File: src/sv/lsf_pkg.sv
// Shared constants, codes, control structs and fade arithmetic of the LED strip fade engine.
package lsf_pkg;

	// String length and field widths.
	localparam int PIXELS     = 42;
	localparam int IDX_W      = 6;
	localparam int CH_W       = 8;
	localparam int WORD_W     = 3 * CH_W;
	localparam int KIND_W     = 3;
	localparam int SEG_W      = 6;
	localparam int CFG_IDX_W  = 3;
	localparam int CFG_DATA_W = 8;
	localparam int ADDR_W     = (PIXELS > 1) ? $clog2(PIXELS) : 1;
	localparam int CNT_W      = IDX_W + 1;

	// Register reset values.
	localparam logic [CH_W-1:0]  FADE_STEP_RST  = 8'd3;
	localparam logic [SEG_W-1:0] SEG1_FIRST_RST = 6'd0;
	localparam logic [SEG_W-1:0] SEG1_LAST_RST  = 6'd5;
	localparam logic [SEG_W-1:0] SEG2_FIRST_RST = 6'd6;
	localparam logic [SEG_W-1:0] SEG2_LAST_RST  = 6'd15;
	localparam logic [SEG_W-1:0] SEG3_FIRST_RST = 6'd16;
	localparam logic [SEG_W-1:0] SEG3_LAST_RST  = 6'd41;

	// Segment numbers for a fill command.
	localparam logic [IDX_W-1:0] SEG_ALL   = 6'd0;
	localparam logic [IDX_W-1:0] SEG_ONE   = 6'd1;
	localparam logic [IDX_W-1:0] SEG_TWO   = 6'd2;
	localparam logic [IDX_W-1:0] SEG_THREE = 6'd3;

	typedef enum logic [KIND_W-1:0] {
		KIND_SET_PIXEL  = 3'd0,
		KIND_SET_TARGET = 3'd1,
		KIND_FILL       = 3'd2,
		KIND_DRAW       = 3'd3,
		KIND_CLEAR      = 3'd4
	} kind_t;

	typedef enum logic [CFG_IDX_W-1:0] {
		CFG_FADE_STEP  = 3'd0,
		CFG_SEG1_FIRST = 3'd1,
		CFG_SEG1_LAST  = 3'd2,
		CFG_SEG2_FIRST = 3'd3,
		CFG_SEG2_LAST  = 3'd4,
		CFG_SEG3_FIRST = 3'd5,
		CFG_SEG3_LAST  = 3'd6
	} cfg_reg_t;

	typedef enum logic [1:0] {
		ST_IDLE,
		ST_FILL,
		ST_READ,
		ST_WRITE
	} state_t;

	// Commands from the controller to the datapath.
	typedef struct packed {
		logic set_cur;
		logic set_tgt;
		logic fill_init;
		logic fill_step;
		logic pass_init;
		logic clr_vld;
		logic rd;
		logic wr_pix;
	} ctl_t;

	// Status from the datapath to the controller.
	typedef struct packed {
		logic fill_go;
		logic last_pix;
		logic out_free;
	} sts_t;

	// Moves one channel toward its target by at most step.
	function automatic logic [CH_W-1:0] fade_chan(
		input logic [CH_W-1:0] cur,
		input logic [CH_W-1:0] dst,
		input logic [CH_W-1:0] step
	);
		logic [CH_W-1:0] gap;
		logic [CH_W-1:0] res;
		if (dst > cur) begin
			gap = dst - cur;
			res = (gap > step) ? cur + step : dst;
		end else begin
			gap = cur - dst;
			res = (gap > step) ? cur - step : dst;
		end
		return res;
	endfunction

endpackage

File: src/sv/lsf_if.sv
// Command, pixel output and configuration channel interfaces.
interface lsf_cmd_if;
	logic                        valid;
	logic                        ready;
	logic [lsf_pkg::KIND_W-1:0]  kind;
	logic [lsf_pkg::IDX_W-1:0]   index;
	logic [lsf_pkg::CH_W-1:0]    red;
	logic [lsf_pkg::CH_W-1:0]    green;
	logic [lsf_pkg::CH_W-1:0]    blue;

	modport source(output valid, kind, index, red, green, blue, input ready);
	modport sink(input valid, kind, index, red, green, blue, output ready);
endinterface

interface lsf_pix_if;
	logic                        valid;
	logic                        ready;
	logic [lsf_pkg::WORD_W-1:0]  pixel_word;
	logic                        last;
	logic                        fade_pending;

	modport source(output valid, pixel_word, last, fade_pending, input ready);
	modport sink(input valid, pixel_word, last, fade_pending, output ready);
endinterface

interface lsf_cfg_if;
	logic                            valid;
	logic                            ready;
	logic [lsf_pkg::CFG_IDX_W-1:0]   index;
	logic [lsf_pkg::CFG_DATA_W-1:0]  data;

	modport source(output valid, index, data, input ready);
	modport sink(input valid, index, data, output ready);
endinterface

File: src/sv/led_strip_fade_frame_engine_core.sv
// Top level of the LED strip fade engine: controller, datapath and channel hookup.
// Set pixel and set target write the buffers straight from idle; a fill writes its colour to
// each target of its segment in turn. Draw and clear walk the string through one read and one
// write memory port, one read state and one write state per pixel, pixels never overlapping.
// Commands are handled one at a time; a held output word stalls the sweep, not the buffers.
// Reset clears both colour buffers at once through per-pixel valid bits and loads the
// register defaults; no clearing pass is needed.
module led_strip_fade_frame_engine_core (
	input  logic     clk,
	input  logic     arst_n,
	lsf_cmd_if.sink  cmd,
	lsf_pix_if.source pix,
	lsf_cfg_if.sink  cfg
);

	lsf_pkg::ctl_t ctl;
	lsf_pkg::sts_t sts;

	// The controller accepts a command transaction only when idle, then runs the
	// fill or frame sweep for it, if any, before taking the next one.
	lsf_ctrl u_ctrl (
		.clk       (clk),
		.arst_n    (arst_n),
		.cmd_valid (cmd.valid),
		.cmd_kind  (cmd.kind),
		.cmd_ready (cmd.ready),
		.sts       (sts),
		.ctl       (ctl)
	);

	// The datapath owns both colour buffers, the registers and the output word.
	lsf_datapath u_datapath (
		.clk         (clk),
		.arst_n      (arst_n),
		.ctl         (ctl),
		.sts         (sts),
		.cmd_index   (cmd.index),
		.cmd_red     (cmd.red),
		.cmd_green   (cmd.green),
		.cmd_blue    (cmd.blue),
		.cfg_valid   (cfg.valid),
		.cfg_index   (cfg.index),
		.cfg_data    (cfg.data),
		.pix_ready   (pix.ready),
		.pix_valid   (pix.valid),
		.pix_word    (pix.pixel_word),
		.pix_last    (pix.last),
		.pix_pending (pix.fade_pending)
	);

	// Register writes never stall, so every configuration
	// transaction is taken as soon as it is offered.
	assign cfg.ready = 1'b1;

endmodule

File: src/sv/lsf_ctrl.sv
// Command sequencer: decodes transactions and steps fill and frame sweeps.
module lsf_ctrl (
	input  logic                       clk,
	input  logic                       arst_n,
	input  logic                       cmd_valid,
	input  logic [lsf_pkg::KIND_W-1:0] cmd_kind,
	output logic                       cmd_ready,
	input  lsf_pkg::sts_t              sts,
	output lsf_pkg::ctl_t              ctl
);

	lsf_pkg::state_t state_q;
	lsf_pkg::state_t state_d;

	always_ff @(posedge clk or negedge arst_n) begin
		if (!arst_n) begin
			state_q <= lsf_pkg::ST_IDLE;
		end else begin
			state_q <= state_d;
		end
	end

	always_comb begin
		state_d   = state_q;
		ctl       = '0;
		cmd_ready = 1'b0;
		unique case (state_q)
			lsf_pkg::ST_IDLE: begin
				cmd_ready = 1'b1;
				if (cmd_valid) begin
					unique case (lsf_pkg::kind_t'(cmd_kind))
						lsf_pkg::KIND_SET_PIXEL: begin
							ctl.set_cur = 1'b1;
							ctl.set_tgt = 1'b1;
						end
						lsf_pkg::KIND_SET_TARGET: begin
							ctl.set_tgt = 1'b1;
						end
						lsf_pkg::KIND_FILL: begin
							ctl.fill_init = 1'b1;
							state_d       = lsf_pkg::ST_FILL;
						end
						lsf_pkg::KIND_DRAW: begin
							ctl.pass_init = 1'b1;
							state_d       = lsf_pkg::ST_READ;
						end
						lsf_pkg::KIND_CLEAR: begin
							ctl.pass_init = 1'b1;
							ctl.clr_vld   = 1'b1;
							state_d       = lsf_pkg::ST_READ;
						end
						default: begin
						end
					endcase
				end
			end
			lsf_pkg::ST_FILL: begin
				if (sts.fill_go) begin
					ctl.fill_step = 1'b1;
				end else begin
					state_d = lsf_pkg::ST_IDLE;
				end
			end
			lsf_pkg::ST_READ: begin
				// Only fetch a pixel once the output register will have room for it.
				if (sts.out_free) begin
					ctl.rd  = 1'b1;
					state_d = lsf_pkg::ST_WRITE;
				end
			end
			lsf_pkg::ST_WRITE: begin
				ctl.wr_pix = 1'b1;
				state_d    = sts.last_pix ? lsf_pkg::ST_IDLE : lsf_pkg::ST_READ;
			end
		endcase
	end

endmodule

File: src/sv/lsf_datapath.sv
// Colour buffers, configuration registers, fade arithmetic and output register.
module lsf_datapath (
	input  logic                           clk,
	input  logic                           arst_n,
	input  lsf_pkg::ctl_t                  ctl,
	output lsf_pkg::sts_t                  sts,
	input  logic [lsf_pkg::IDX_W-1:0]      cmd_index,
	input  logic [lsf_pkg::CH_W-1:0]       cmd_red,
	input  logic [lsf_pkg::CH_W-1:0]       cmd_green,
	input  logic [lsf_pkg::CH_W-1:0]       cmd_blue,
	input  logic                           cfg_valid,
	input  logic [lsf_pkg::CFG_IDX_W-1:0]  cfg_index,
	input  logic [lsf_pkg::CFG_DATA_W-1:0] cfg_data,
	input  logic                           pix_ready,
	output logic                           pix_valid,
	output logic [lsf_pkg::WORD_W-1:0]     pix_word,
	output logic                           pix_last,
	output logic                           pix_pending
);

	localparam int AW = lsf_pkg::ADDR_W;
	localparam int CW = lsf_pkg::CNT_W;
	localparam int WW = lsf_pkg::WORD_W;
	localparam int SW = lsf_pkg::SEG_W;
	localparam int HW = lsf_pkg::CH_W;

	// Configuration registers.
	logic [HW-1:0] fade_step_q;
	logic [SW-1:0] seg1_first_q, seg1_last_q;
	logic [SW-1:0] seg2_first_q, seg2_last_q;
	logic [SW-1:0] seg3_first_q, seg3_last_q;

	always_ff @(posedge clk or negedge arst_n) begin
		if (!arst_n) begin
			fade_step_q  <= lsf_pkg::FADE_STEP_RST;
			seg1_first_q <= lsf_pkg::SEG1_FIRST_RST;
			seg1_last_q  <= lsf_pkg::SEG1_LAST_RST;
			seg2_first_q <= lsf_pkg::SEG2_FIRST_RST;
			seg2_last_q  <= lsf_pkg::SEG2_LAST_RST;
			seg3_first_q <= lsf_pkg::SEG3_FIRST_RST;
			seg3_last_q  <= lsf_pkg::SEG3_LAST_RST;
		end else if (cfg_valid) begin
			unique case (lsf_pkg::cfg_reg_t'(cfg_index))
				lsf_pkg::CFG_FADE_STEP:  fade_step_q  <= cfg_data;
				lsf_pkg::CFG_SEG1_FIRST: seg1_first_q <= cfg_data[SW-1:0];
				lsf_pkg::CFG_SEG1_LAST:  seg1_last_q  <= cfg_data[SW-1:0];
				lsf_pkg::CFG_SEG2_FIRST: seg2_first_q <= cfg_data[SW-1:0];
				lsf_pkg::CFG_SEG2_LAST:  seg2_last_q  <= cfg_data[SW-1:0];
				lsf_pkg::CFG_SEG3_FIRST: seg3_first_q <= cfg_data[SW-1:0];
				lsf_pkg::CFG_SEG3_LAST:  seg3_last_q  <= cfg_data[SW-1:0];
				default: begin
				end
			endcase
		end
	end

	// Command payload decode.
	logic [WW-1:0] cmd_colr;
	logic [AW-1:0] cmd_addr;
	logic          set_ok;
	logic [CW-1:0] seg_first;
	logic [SW-1:0] seg_last;

	assign cmd_colr = {cmd_green, cmd_red, cmd_blue};
	assign cmd_addr = cmd_index[AW-1:0];
	assign set_ok   = {1'b0, cmd_index} < CW'(lsf_pkg::PIXELS);

	// An unknown segment number yields an empty range.
	always_comb begin
		unique case (cmd_index)
			lsf_pkg::SEG_ALL: begin
				seg_first = '0;
				seg_last  = SW'(lsf_pkg::PIXELS - 1);
			end
			lsf_pkg::SEG_ONE: begin
				seg_first = {1'b0, seg1_first_q};
				seg_last  = seg1_last_q;
			end
			lsf_pkg::SEG_TWO: begin
				seg_first = {1'b0, seg2_first_q};
				seg_last  = seg2_last_q;
			end
			lsf_pkg::SEG_THREE: begin
				seg_first = {1'b0, seg3_first_q};
				seg_last  = seg3_last_q;
			end
			default: begin
				seg_first = CW'(1);
				seg_last  = '0;
			end
		endcase
	end

	// Sweep counter, fill bounds and the pass-wide change flag.
	logic [CW-1:0] cnt_q;
	logic [SW-1:0] fill_last_q;
	logic          pend_q;
	logic          pend_next;
	logic [AW-1:0] addr;

	assign addr = cnt_q[AW-1:0];

	always_ff @(posedge clk or negedge arst_n) begin
		if (!arst_n) begin
			cnt_q       <= '0;
			fill_last_q <= '0;
			pend_q      <= 1'b0;
		end else begin
			if (ctl.fill_init) begin
				cnt_q       <= seg_first;
				fill_last_q <= seg_last;
			end else if (ctl.pass_init) begin
				cnt_q  <= '0;
				pend_q <= 1'b0;
			end else if (ctl.fill_step) begin
				cnt_q <= cnt_q + CW'(1);
			end else if (ctl.wr_pix) begin
				cnt_q  <= cnt_q + CW'(1);
				pend_q <= pend_next;
			end
		end
	end

	logic [WW-1:0] colr_q;

	always_ff @(posedge clk) begin
		if (ctl.fill_init) begin
			colr_q <= cmd_colr;
		end
	end

	// Current and target colour memories; a clear valid bit reads as zero.
	logic [WW-1:0]           cur_mem [lsf_pkg::PIXELS];
	logic [WW-1:0]           tgt_mem [lsf_pkg::PIXELS];
	logic [lsf_pkg::PIXELS-1:0] cur_vld_q;
	logic [lsf_pkg::PIXELS-1:0] tgt_vld_q;
	logic [WW-1:0]           cur_rd_q, tgt_rd_q;
	logic                    cur_rv_q, tgt_rv_q;

	logic          cur_we, tgt_we;
	logic [AW-1:0] cur_wa, tgt_wa;
	logic [WW-1:0] cur_wd, tgt_wd;
	logic [WW-1:0] new_word;

	assign cur_we = (ctl.set_cur && set_ok) || ctl.wr_pix;
	assign cur_wa = ctl.wr_pix ? addr : cmd_addr;
	assign cur_wd = ctl.wr_pix ? new_word : cmd_colr;
	assign tgt_we = (ctl.set_tgt && set_ok) || ctl.fill_step;
	assign tgt_wa = ctl.fill_step ? addr : cmd_addr;
	assign tgt_wd = ctl.fill_step ? colr_q : cmd_colr;

	always_ff @(posedge clk) begin
		if (cur_we) begin
			cur_mem[cur_wa] <= cur_wd;
		end
		if (tgt_we) begin
			tgt_mem[tgt_wa] <= tgt_wd;
		end
		if (ctl.rd) begin
			cur_rd_q <= cur_mem[addr];
			tgt_rd_q <= tgt_mem[addr];
			cur_rv_q <= cur_vld_q[addr];
			tgt_rv_q <= tgt_vld_q[addr];
		end
	end

	always_ff @(posedge clk or negedge arst_n) begin
		if (!arst_n) begin
			cur_vld_q <= '0;
			tgt_vld_q <= '0;
		end else if (ctl.clr_vld) begin
			cur_vld_q <= '0;
			tgt_vld_q <= '0;
		end else begin
			if (cur_we) begin
				cur_vld_q[cur_wa] <= 1'b1;
			end
			if (tgt_we) begin
				tgt_vld_q[tgt_wa] <= 1'b1;
			end
		end
	end

	// Fade one pixel: each channel moves toward its target.
	logic [WW-1:0] cur_px, tgt_px;
	logic [HW-1:0] step;

	assign cur_px    = cur_rv_q ? cur_rd_q : '0;
	assign tgt_px    = tgt_rv_q ? tgt_rd_q : '0;
	assign step      = (fade_step_q == '0) ? HW'(1) : fade_step_q;
	assign pend_next = pend_q || (cur_px != tgt_px);
	assign new_word  = {
		lsf_pkg::fade_chan(cur_px[3*HW-1:2*HW], tgt_px[3*HW-1:2*HW], step),
		lsf_pkg::fade_chan(cur_px[2*HW-1:HW], tgt_px[2*HW-1:HW], step),
		lsf_pkg::fade_chan(cur_px[HW-1:0], tgt_px[HW-1:0], step)
	};

	// Output register.
	logic          out_vld_q;
	logic [WW-1:0] out_word_q;
	logic          out_last_q;
	logic          out_pend_q;

	always_ff @(posedge clk or negedge arst_n) begin
		if (!arst_n) begin
			out_vld_q <= 1'b0;
		end else if (ctl.wr_pix) begin
			out_vld_q <= 1'b1;
		end else if (pix_ready) begin
			out_vld_q <= 1'b0;
		end
	end

	always_ff @(posedge clk) begin
		if (ctl.wr_pix) begin
			out_word_q <= new_word;
			out_last_q <= sts.last_pix;
			out_pend_q <= sts.last_pix && pend_next;
		end
	end

	assign pix_valid   = out_vld_q;
	assign pix_word    = out_word_q;
	assign pix_last    = out_last_q;
	assign pix_pending = out_pend_q;

	assign sts.fill_go  = (cnt_q <= {1'b0, fill_last_q}) && (cnt_q < CW'(lsf_pkg::PIXELS));
	assign sts.last_pix = cnt_q == CW'(lsf_pkg::PIXELS - 1);
	assign sts.out_free = !out_vld_q || pix_ready;

endmodule
File: src/flat_wrapper.sv
// flat-port wrapper written by rule: the top's interface ports become plain ports
module led_strip_fade_frame_engine_core_flat 
  (clk, arst_n, cmd_valid, cmd_kind, cmd_index, cmd_red, cmd_green, cmd_blue, cmd_ready, pix_valid, pix_pixel_word, pix_last, pix_fade_pending, pix_ready, cfg_valid, cfg_index, cfg_data, cfg_ready);
  lsf_cmd_if cmd_i ();
  lsf_pix_if pix_i ();
  lsf_cfg_if cfg_i ();
  input  logic clk;
  input  logic arst_n;
  input wire logic [$bits(cmd_i.valid)-1:0] cmd_valid;
  input wire logic [$bits(cmd_i.kind)-1:0] cmd_kind;
  input wire logic [$bits(cmd_i.index)-1:0] cmd_index;
  input wire logic [$bits(cmd_i.red)-1:0] cmd_red;
  input wire logic [$bits(cmd_i.green)-1:0] cmd_green;
  input wire logic [$bits(cmd_i.blue)-1:0] cmd_blue;
  output wire logic [$bits(cmd_i.ready)-1:0] cmd_ready;
  output wire logic [$bits(pix_i.valid)-1:0] pix_valid;
  output wire logic [$bits(pix_i.pixel_word)-1:0] pix_pixel_word;
  output wire logic [$bits(pix_i.last)-1:0] pix_last;
  output wire logic [$bits(pix_i.fade_pending)-1:0] pix_fade_pending;
  input wire logic [$bits(pix_i.ready)-1:0] pix_ready;
  input wire logic [$bits(cfg_i.valid)-1:0] cfg_valid;
  input wire logic [$bits(cfg_i.index)-1:0] cfg_index;
  input wire logic [$bits(cfg_i.data)-1:0] cfg_data;
  output wire logic [$bits(cfg_i.ready)-1:0] cfg_ready;
  assign cmd_i.valid = cmd_valid;
  assign cmd_i.kind = cmd_kind;
  assign cmd_i.index = cmd_index;
  assign cmd_i.red = cmd_red;
  assign cmd_i.green = cmd_green;
  assign cmd_i.blue = cmd_blue;
  assign cmd_ready = cmd_i.ready;
  assign pix_valid = pix_i.valid;
  assign pix_pixel_word = pix_i.pixel_word;
  assign pix_last = pix_i.last;
  assign pix_fade_pending = pix_i.fade_pending;
  assign pix_i.ready = pix_ready;
  assign cfg_i.valid = cfg_valid;
  assign cfg_i.index = cfg_index;
  assign cfg_i.data = cfg_data;
  assign cfg_ready = cfg_i.ready;
  led_strip_fade_frame_engine_core u_core (.clk(clk), .arst_n(arst_n), .cmd(cmd_i), .pix(pix_i), .cfg(cfg_i));
endmodule
File: config.mk
export PLATFORM = sky130hd
export DESIGN_NAME = led_strip_fade_frame_engine_core_flat
export DESIGN_NICKNAME = d
export VERILOG_FILES = /design/src/sv/lsf_pkg.sv /design/src/sv/lsf_if.sv /design/src/sv/led_strip_fade_frame_engine_core.sv /design/src/sv/lsf_ctrl.sv /design/src/sv/lsf_datapath.sv /design/src/flat_wrapper.sv
export SDC_FILE = /design/constraint.sdc
export NUM_CORES = 2
export LEC_CHECK = 0
export ABC_AREA = 1
export BUFFER_PORTS_ARGS = -buffer_cell sky130_fd_sc_hd__buf_4
export CORE_UTILIZATION = 50
export CTS_BUF_LIST = sky130_fd_sc_hd__clkbuf_4 sky130_fd_sc_hd__clkbuf_8 sky130_fd_sc_hd__clkbuf_16
export CTS_CLUSTER_SIZE = 14
export DETAILED_ROUTE_END_ITERATION = 12
export PLACE_DENSITY = 0.66
export SYNTH_ARGS = -nofsm -noshare
export SYNTH_HDL_FRONTEND = slang
export SYNTH_SLANG_ARGS = --single-unit
File: constraint.sdc
create_clock -name clk -period 4.85 [get_ports clk]
set_input_delay 0.2425 -clock clk [delete_from_list [all_inputs] [get_ports clk]]
set_output_delay 0.2425 -clock clk [all_outputs]
set_load 0.005 [all_outputs]
# Yosys cells after proc, flatten, opt, wreduce, memory -nomap -nowiden
# Memory sizes are Yosys's and may differ from the RTL's. A register that Yosys moved wholly into a read port is not among the register bits.
# Cells that the tools add are included.
classes:
  n_bitwise: 3
  n_eq_ne: 23
  add_sub_neg: 13
  n_mux: 64
  n_reduce_logical: 32
  n_lt_le_gt_ge: 17
ops:
  columns: ["operator", "n"]
  rows:
  - ["$mux 42", 4]
  - ["$mux 24", 4]
  - ["$or 42x42->42", 2]
  - ["$mux 8", 10]
  - ["$gt 8x8->1", 9]
  - ["$sub 8x8->8", 9]
  - ["$pmux 6 s4", 2]
  - ["$mux 7", 4]
  - ["$add 8x8->8", 3]
  - ["$mux 1", 24]
  - ["$ne 24x24->1", 1]
  - ["$lt 6x7->1 const B", 3]
  - ["$reduce_and 2->1", 7]
  - ["$bmux 1 s6", 2]
  - ["$demux 1 s6", 2]
  - ["$eq 3x2->1 const B", 4]
  - ["$eq 3x3->1 const B", 4]
  - ["$eq 6x2->1 const B", 2]
  - ["$ge 6x1->1 const B", 2]
  - ["$mux 2", 6]
  - ["$mux 6", 2]
  - ["$logic_not 8->1", 1]
  - ["$pmux 2 s4", 1]
  - ["$reduce_bool 2->1", 4]
  - ["other kinds (25)", 40]
totals:
  word_cells: 174
  mem_bits_rw: 2016
  regBits: 197
  n_memories: 2
  input_bits: 49
  out_inout_bits: 29
mem_list:
  columns: ["name", "depth", "word_bits", "rd", "rd_clocked_by_memory_dff", "write_ports", "line", "text"]
  rows:
  - ["u_core.u_datapath.cur_mem", 42, 24, 1, 1, 1, "lsf_datapath.sv:133", "logic [WW-1:0] cur_mem [lsf_pkg::PIXELS];"]
  - ["u_core.u_datapath.tgt_mem", 42, 24, 1, 1, 1, "lsf_datapath.sv:134", "logic [WW-1:0] tgt_mem [lsf_pkg::PIXELS];"]

# Depth between registers and ports, before layout
depth:
  word_depth: 12
  ltp_mapped: 25

# Modules after synthesis
# A second synthesis with hierarchy kept.
hier_totals:
  cells_unflattened: 7961
  hier_area_um2: 95327.7
by_module_without_submodules:
  columns: ["module", "seq_area_each_um2", "area_each_um2", "n_inst", "cells_per_inst"]
  rows:
  - ["lsf_datapath", 67136.9, 95091.2, 1, 7918]
  - ["lsf_ctrl", 50.0, 225.2, 1, 41]
  - ["led_strip_fade_frame_engine_core", 0.0, 11.3, 1, 2]

# Worst setup path before layout
# Ideal clock, no wire load.
synth_path:
  kind: "register -> register"
  start: "register u_core.u_datapath.cur_rv_q"
  end: "memory u_core.u_datapath.cur_mem[0][16] (netlist name) (data pin)"
  slack_ns: 0.366
  setup_ns: 0.438
  path_stages_with_launch: 22
  arrival_time_ns: 4.046
  t_required_ns: 4.412
  n_path_buf: 4
  path_cell_list: "edfxtp_1 -> buf_4 -> buf_2 -> buf_1 -> nand2_1 -> ha_1 -> fa_1 -> o21ai_0 -> a21oi_1 -> nor2_1 -> nor2_1 -> xnor2_1 -> ha_1 -> nand2_1 -> nor2_1 -> nand4_1 -> nand2_1 -> clkbuf_1 -> o21ai_0 -> or2_2 -> nand3_1 -> nand2_1"
synth_between:
  elab_chain_len: 6
  elab_cells_between_ends: 12
  classes_between: "add/sub (4); order compare (3); mux (5)"
synth_lines:
  columns: ["element", "line", "text"]
  rows:
  - ["from (decl)", "lsf_datapath.sv:138", "logic cur_rv_q, tgt_rv_q;"]
  - ["from (signal assigned)", "lsf_datapath.sv:162", "cur_rv_q <= cur_vld_q[addr];"]
  - ["$mux 24 (*)", "lsf_datapath.sv:188", "assign cur_px = cur_rv_q ? cur_rd_q : '0;"]
  - ["$sub 8x8->8, on equally long branches", "lsf_pkg.sv:87, lsf_pkg.sv:84", null]
  - ["$gt 8x8->1, on equally long branches", "lsf_pkg.sv:88, lsf_pkg.sv:85", null]
  - ["$mux 8, on equally long branches", "lsf_pkg.sv:88, lsf_pkg.sv:85", null]
  - ["$mux 8 (*)", "lsf_pkg.sv:83", "if (dst > cur) begin"]
  - ["$mux 24 (*)", "lsf_datapath.sv:147", "assign cur_wd = ctl.wr_pix ? new_word : cmd_colr;"]
  - ["named net u_core.u_datapath.cur_wd[16]", "lsf_datapath.sv:142", "logic [WW-1:0] cur_wd, tgt_wd;"]
  - ["to (decl)", "lsf_datapath.sv:133", null]
# Mark *: on every way through the listed nets, which the timed path passes. The rest lies on a longest branch.

# Final worst setup path
layout_path:
  start: "register u_core.u_datapath.tgt_rv_q"
  end: "memory u_core.u_datapath.cur_mem[20][16] (netlist name) (data pin)"
layout_between:
  elab_chain_len: 6
  elab_cells_between_ends: 10
  classes_between: "add/sub (2); order compare (3); mux (5)"
layout_lines:
  columns: ["element", "line", "text"]
  rows:
  - ["from (decl)", "lsf_datapath.sv:138", null]
  - ["from (signal assigned)", "lsf_datapath.sv:163", "tgt_rv_q <= tgt_vld_q[addr];"]
  - ["$mux 24 (*)", "lsf_datapath.sv:189", "assign tgt_px = tgt_rv_q ? tgt_rd_q : '0;"]
  - ["$sub 8x8->8, on equally long branches", "lsf_pkg.sv:87, lsf_pkg.sv:84", null]
  - ["$gt 8x8->1, on equally long branches", "lsf_pkg.sv:88, lsf_pkg.sv:85", null]
  - ["$mux 8, on equally long branches", "lsf_pkg.sv:88, lsf_pkg.sv:85", null]
  - ["$mux 8 (*)", "lsf_pkg.sv:83", null]
  - ["$mux 24 (*)", "lsf_datapath.sv:147", null]
  - ["named net u_core.u_datapath.cur_wd[16]", "lsf_datapath.sv:142", null]
# Marked as above.

==> results.sh <==
export IMPL_r2r_end="u_core.u_datapath.cur_mem[20][16]"
export IMPL_reg2regPathDepth=23
export IMPL_clkTransAtPathRegs_ns=0.06
export IMPL_clockRootBuffer="clkbuf_16"
export IMPL_maxCapViolations=0
export IMPL_cts_buffers=222
export IMPL_antenna_found_initial=10
export IMPL_insertion_delay_ns=0.90
export IMPL_drc=0
export IMPL_crit_path_max_incr_delay_ns=0.47
export IMPL_portBuffers=76
export IMPL_violations="negative hold slack"
export IMPL_ys_async_sr_fraction_pct=6.41
export IMPL_post_cts_resized=0
export IMPL_synth_flop_cell="edfxtp_1"
export IMPL_maxSlewViolCount=0
export IMPL_crit_path_end="u_core.u_datapath.cur_mem[20][16]"
export IMPL_critPathTopFamily="simple AND/OR/NAND/NOR gates"
export IMPL_worst_path_stages=23
export IMPL_netlist_instances=7953
export IMPL_cts_setup_buffers=0
export IMPL_r2r_setup_slack_ns=0.59
export IMPL_drive_above_1_share_pct=10.6
export IMPL_critPathKind="reg2reg"
export IMPL_track_usage_pct=30.6
export IMPL_critPathLaunch="u_core.u_datapath.tgt_rv_q"
export IMPL_vias=66752
export IMPL_leakagePower_uw=0.0386
export IMPL_fin_cells=10821
export IMPL_startpoint_type="flop"
export IMPL_setup_violations=0
export IMPL_slew_headroom_pct=17.1
export IMPL_num_rows=160
export IMPL_layout_common_cells="2116 x edfxtp_1, 1191 x o21ai_0, 1152 x nor2_1"
export IMPL_io_pins=78
export IMPL_fin_nets=8313
export IMPL_fp_dieW_um=439
export IMPL_cp_slowest_cell="fa_1"
export IMPL_hp_class="in2async"
export IMPL_worstPathMaxFanout=42
export IMPL_gp_congestion=0.933
export IMPL_dp_hpwl_mm=174
export IMPL_tns_ns=0
export IMPL_die_area_sq_mm=0.193
export IMPL_dr_pass1_iters=6
export IMPL_yosys_warnings=0
export IMPL_post_route_min_period_ns=4.26
export IMPL_drt_first_iter_violations=8871
export IMPL_synth_area_sq_mm=0.0956
export IMPL_rsz0062_at_grt="no"
export IMPL_fin_crit_sh_pct=87.8
export IMPL_finalClockSkew_ns=0.0884
export IMPL_cts_hold_buf=60
export IMPL_synth_edff_count=2116
export IMPL_irDropWorstVdd_mv=0.669
export IMPL_pre_cts_slack_ns=0.665
export IMPL_place_inst=10336
export IMPL_wl_per_cell_um=27.7
export IMPL_place_area_sq_mm=0.100
export IMPL_syn_to_final_growth_pct=13.4
export IMPL_fillers=15257
export IMPL_first_global_vias=62177
export IMPL_avgViaCountPerCell=6.17
export IMPL_worst_path_buf_inv=4
export IMPL_synth_nets=8157
export IMPL_grt_first_pass_wirelength_mm=429
export IMPL_fin_ws_ns=0.590
export IMPL_worstMarginPinSlew_ns=1.23
export IMPL_r2r_start="u_core.u_datapath.tgt_rv_q"
export IMPL_layout_commonest_cell="edfxtp_1"
export IMPL_outcome="finished with violations"
export IMPL_grt_max_degree=193
export IMPL_ys_seq_area_share_pct=70.3
export IMPL_clk_path_buf_depth=3
export IMPL_synth_avg_cell_area_sq_um=12.0
export IMPL_hold_viol_final=12
export IMPL_crit_path_end_kind="flop"
export IMPL_ys_ff_latch=2261
export IMPL_cts_tree="yes"
export IMPL_finalInstanceArea_sq_mm=0.108
export IMPL_cp_cell_sequence="buf_12 -> nand2_1 -> inv_1 -> ha_1 -> fa_1 -> o21ai_0 -> buf_4 -> a21oi_1 -> nor2_1 -> nor2_1 -> xnor2_1 -> ha_1 -> nand2_1 -> nor2_1 -> nand2_1 -> nand2_1 -> nand2_1 -> nand2_1 -> o21ai_0 -> or2_2 -> nand3_1 -> nand2_1 -> buf_12"
export IMPL_crit_required_ns=5.46
export IMPL_wl_mm=300
export IMPL_grt_overflow_total=0
export IMPL_die_height_um=439
export IMPL_cts_sinks=2261
export IMPL_antenna_left=0
export IMPL_fmax_ghz=0.235
export IMPL_crit_path_frequent_cell="nand2_1"
export IMPL_whs_ns=-0.0514
export IMPL_initial_core_util_pct=50.3
export IMPL_core_area_sq_mm=0.190
export IMPL_powerDensity_mw_per_mm2=655
export IMPL_htreeDepth=4
export IMPL_yosysUniqueCellTypes=57
export IMPL_crit_arrival_ns=4.87
[registers in the layout, indices dropped and copies added, names as in the netlist, 2 cells and up]
| signal | cells |
|---|---|
| u_core.u_ctrl.state_q | 2 |
| u_core.u_datapath.pix_word | 24 |
| u_core.u_datapath.fill_last_q | 6 |
| u_core.u_datapath.seg3_first_q | 6 |
| u_core.u_datapath.tgt_mem | 1008 |
| u_core.u_datapath.seg1_last_q | 6 |
| u_core.u_datapath.cur_rd_q | 24 |
| u_core.u_datapath.colr_q | 24 |
| u_core.u_datapath.tgt_rd_q | 24 |
| u_core.u_datapath.cnt_q | 7 |
| u_core.u_datapath.tgt_vld_q | 42 |
| u_core.u_datapath.seg1_first_q | 6 |
| u_core.u_datapath.seg3_last_q | 6 |
| u_core.u_datapath.seg2_first_q | 6 |
| u_core.u_datapath.cur_vld_q | 42 |
| u_core.u_datapath.cur_mem | 1008 |
| u_core.u_datapath.fade_step_q | 8 |
| u_core.u_datapath.seg2_last_q | 6 |
[routing by layer]
metal	GRT usage [%]	up-vias	wire length, um
li1	-	29222	-
met1	44.5	33163	123000
met2	46.3	3792	134000
met3	5.57	569	30900
met4	10.4	6	10800
met5	0	-	41
[report_power, final]
group          internal [uW]  switching (uW)  total (uW)
logic                   8790           20100       28900
registers              24200             620       24900
clock network           9640            7640       17300
[cells in the mapped netlist (all sizes together) (2+ instances only)]
| library cell | instances | share of area, % |
|---|---|---|
| or2 | 7 | 0.046 |
| nand2 | 849 | 3.4 |
| and2 | 9 | 0.059 |
| o21ai | 1245 | 6.5 |
| o21bai | 4 | 0.031 |
| o21a | 10 | 0.079 |
| a31oi | 13 | 0.085 |
| edfxtp | 2116 | 66 |
| a221oi | 4 | 0.037 |
| nand4 | 126 | 0.82 |
| a21oi | 227 | 1.2 |
| xnor2 | 20 | 0.18 |
| clkbuf | 318 | 1.2 |
| ha | 146 | 1.9 |
| o221ai | 132 | 1.2 |
| nor4 | 3 | 0.020 |
| nor3 | 15 | 0.089 |
| a32o | 2 | 0.021 |
| o22ai | 302 | 2.0 |
| dfstp | 14 | 0.38 |
| o221a | 45 | 0.53 |
| nand3 | 274 | 1.4 |
| dfrtp | 131 | 3.4 |
| a211oi | 6 | 0.047 |
| fa | 9 | 0.19 |
| nor2 | 1175 | 4.7 |
| clkinv | 3 | 0.012 |
| o21ba | 10 | 0.10 |
| a21o | 5 | 0.039 |
| inv | 406 | 1.6 |
| buf | 201 | 1.2 |
| xor2 | 45 | 0.41 |
| o211ai | 72 | 0.57 |
[through the flow]
| step | util, % | power [uW] |
|---|---|---|
| 2_1_floorplan | - | 42500 |
| 3_3_place_gp | 52.8 | 53300 |
| 3_5_place_dp | 52.8 | 53600 |
| 4_1_cts | 57.0 | 70700 |
| 5_1_grt | 57.0 | 74400 |
| 6_report | 57.1 | 71100 |
[final cells by class]
class / instances / area (sq um) / share of cell area [%]
Timing Repair Buffer: 451 / 4400 / 4.06
Sequential cell: 2261 / 67200 / 62.0
Antenna cell: 9 / 22.5 / 0.0208
Multi-Input combinational cell: 4764 / 24700 / 22.8
Inverter: 409 / 1570 / 1.45
Clock buffer: 268 / 5930 / 5.47
Clock inverter: 148 / 1460 / 1.34
Tap cell: 2511 / 3140 / 2.90
[kinds of logic after synthesis]
group           Yosys count  share of synthesized area [%]
simple gates           2459                           10.5
fa+ha+maj               155                           2.10
buf+inv                 928                           4.03
flops                  2261                           70.3
xor+xnor                 65                          0.595
compound gates         2084                           12.5
other cells               1                        0.00392
[worst min-delay path, cell delays in order]
cell,delay [ns]
dlygate4sd3_1,0.54
buf_6,0.10
buf_12,0.47
[worst min path at each step]
stage / startpoint / end / slack (ns) / depth (start not counted)
floorplan: arst_n / u_core.u_ctrl.state_q[0] / -0.05 / 0
global placement: arst_n / u_core.u_datapath.seg1_last_q[1] / 0.42 / 2
detailed placement: arst_n / u_core.u_datapath.seg3_last_q[1] / 0.41 / 2
CTS: cmd_index[2] / u_core.u_datapath.cnt_q[5] / 0.003 / 6
global route: arst_n / u_core.u_datapath.seg1_last_q[4] / 0.07 / 3
finish: arst_n / u_core.u_datapath.seg1_last_q[4] / -0.05 / 3
(Power assumes the default switching activity.)
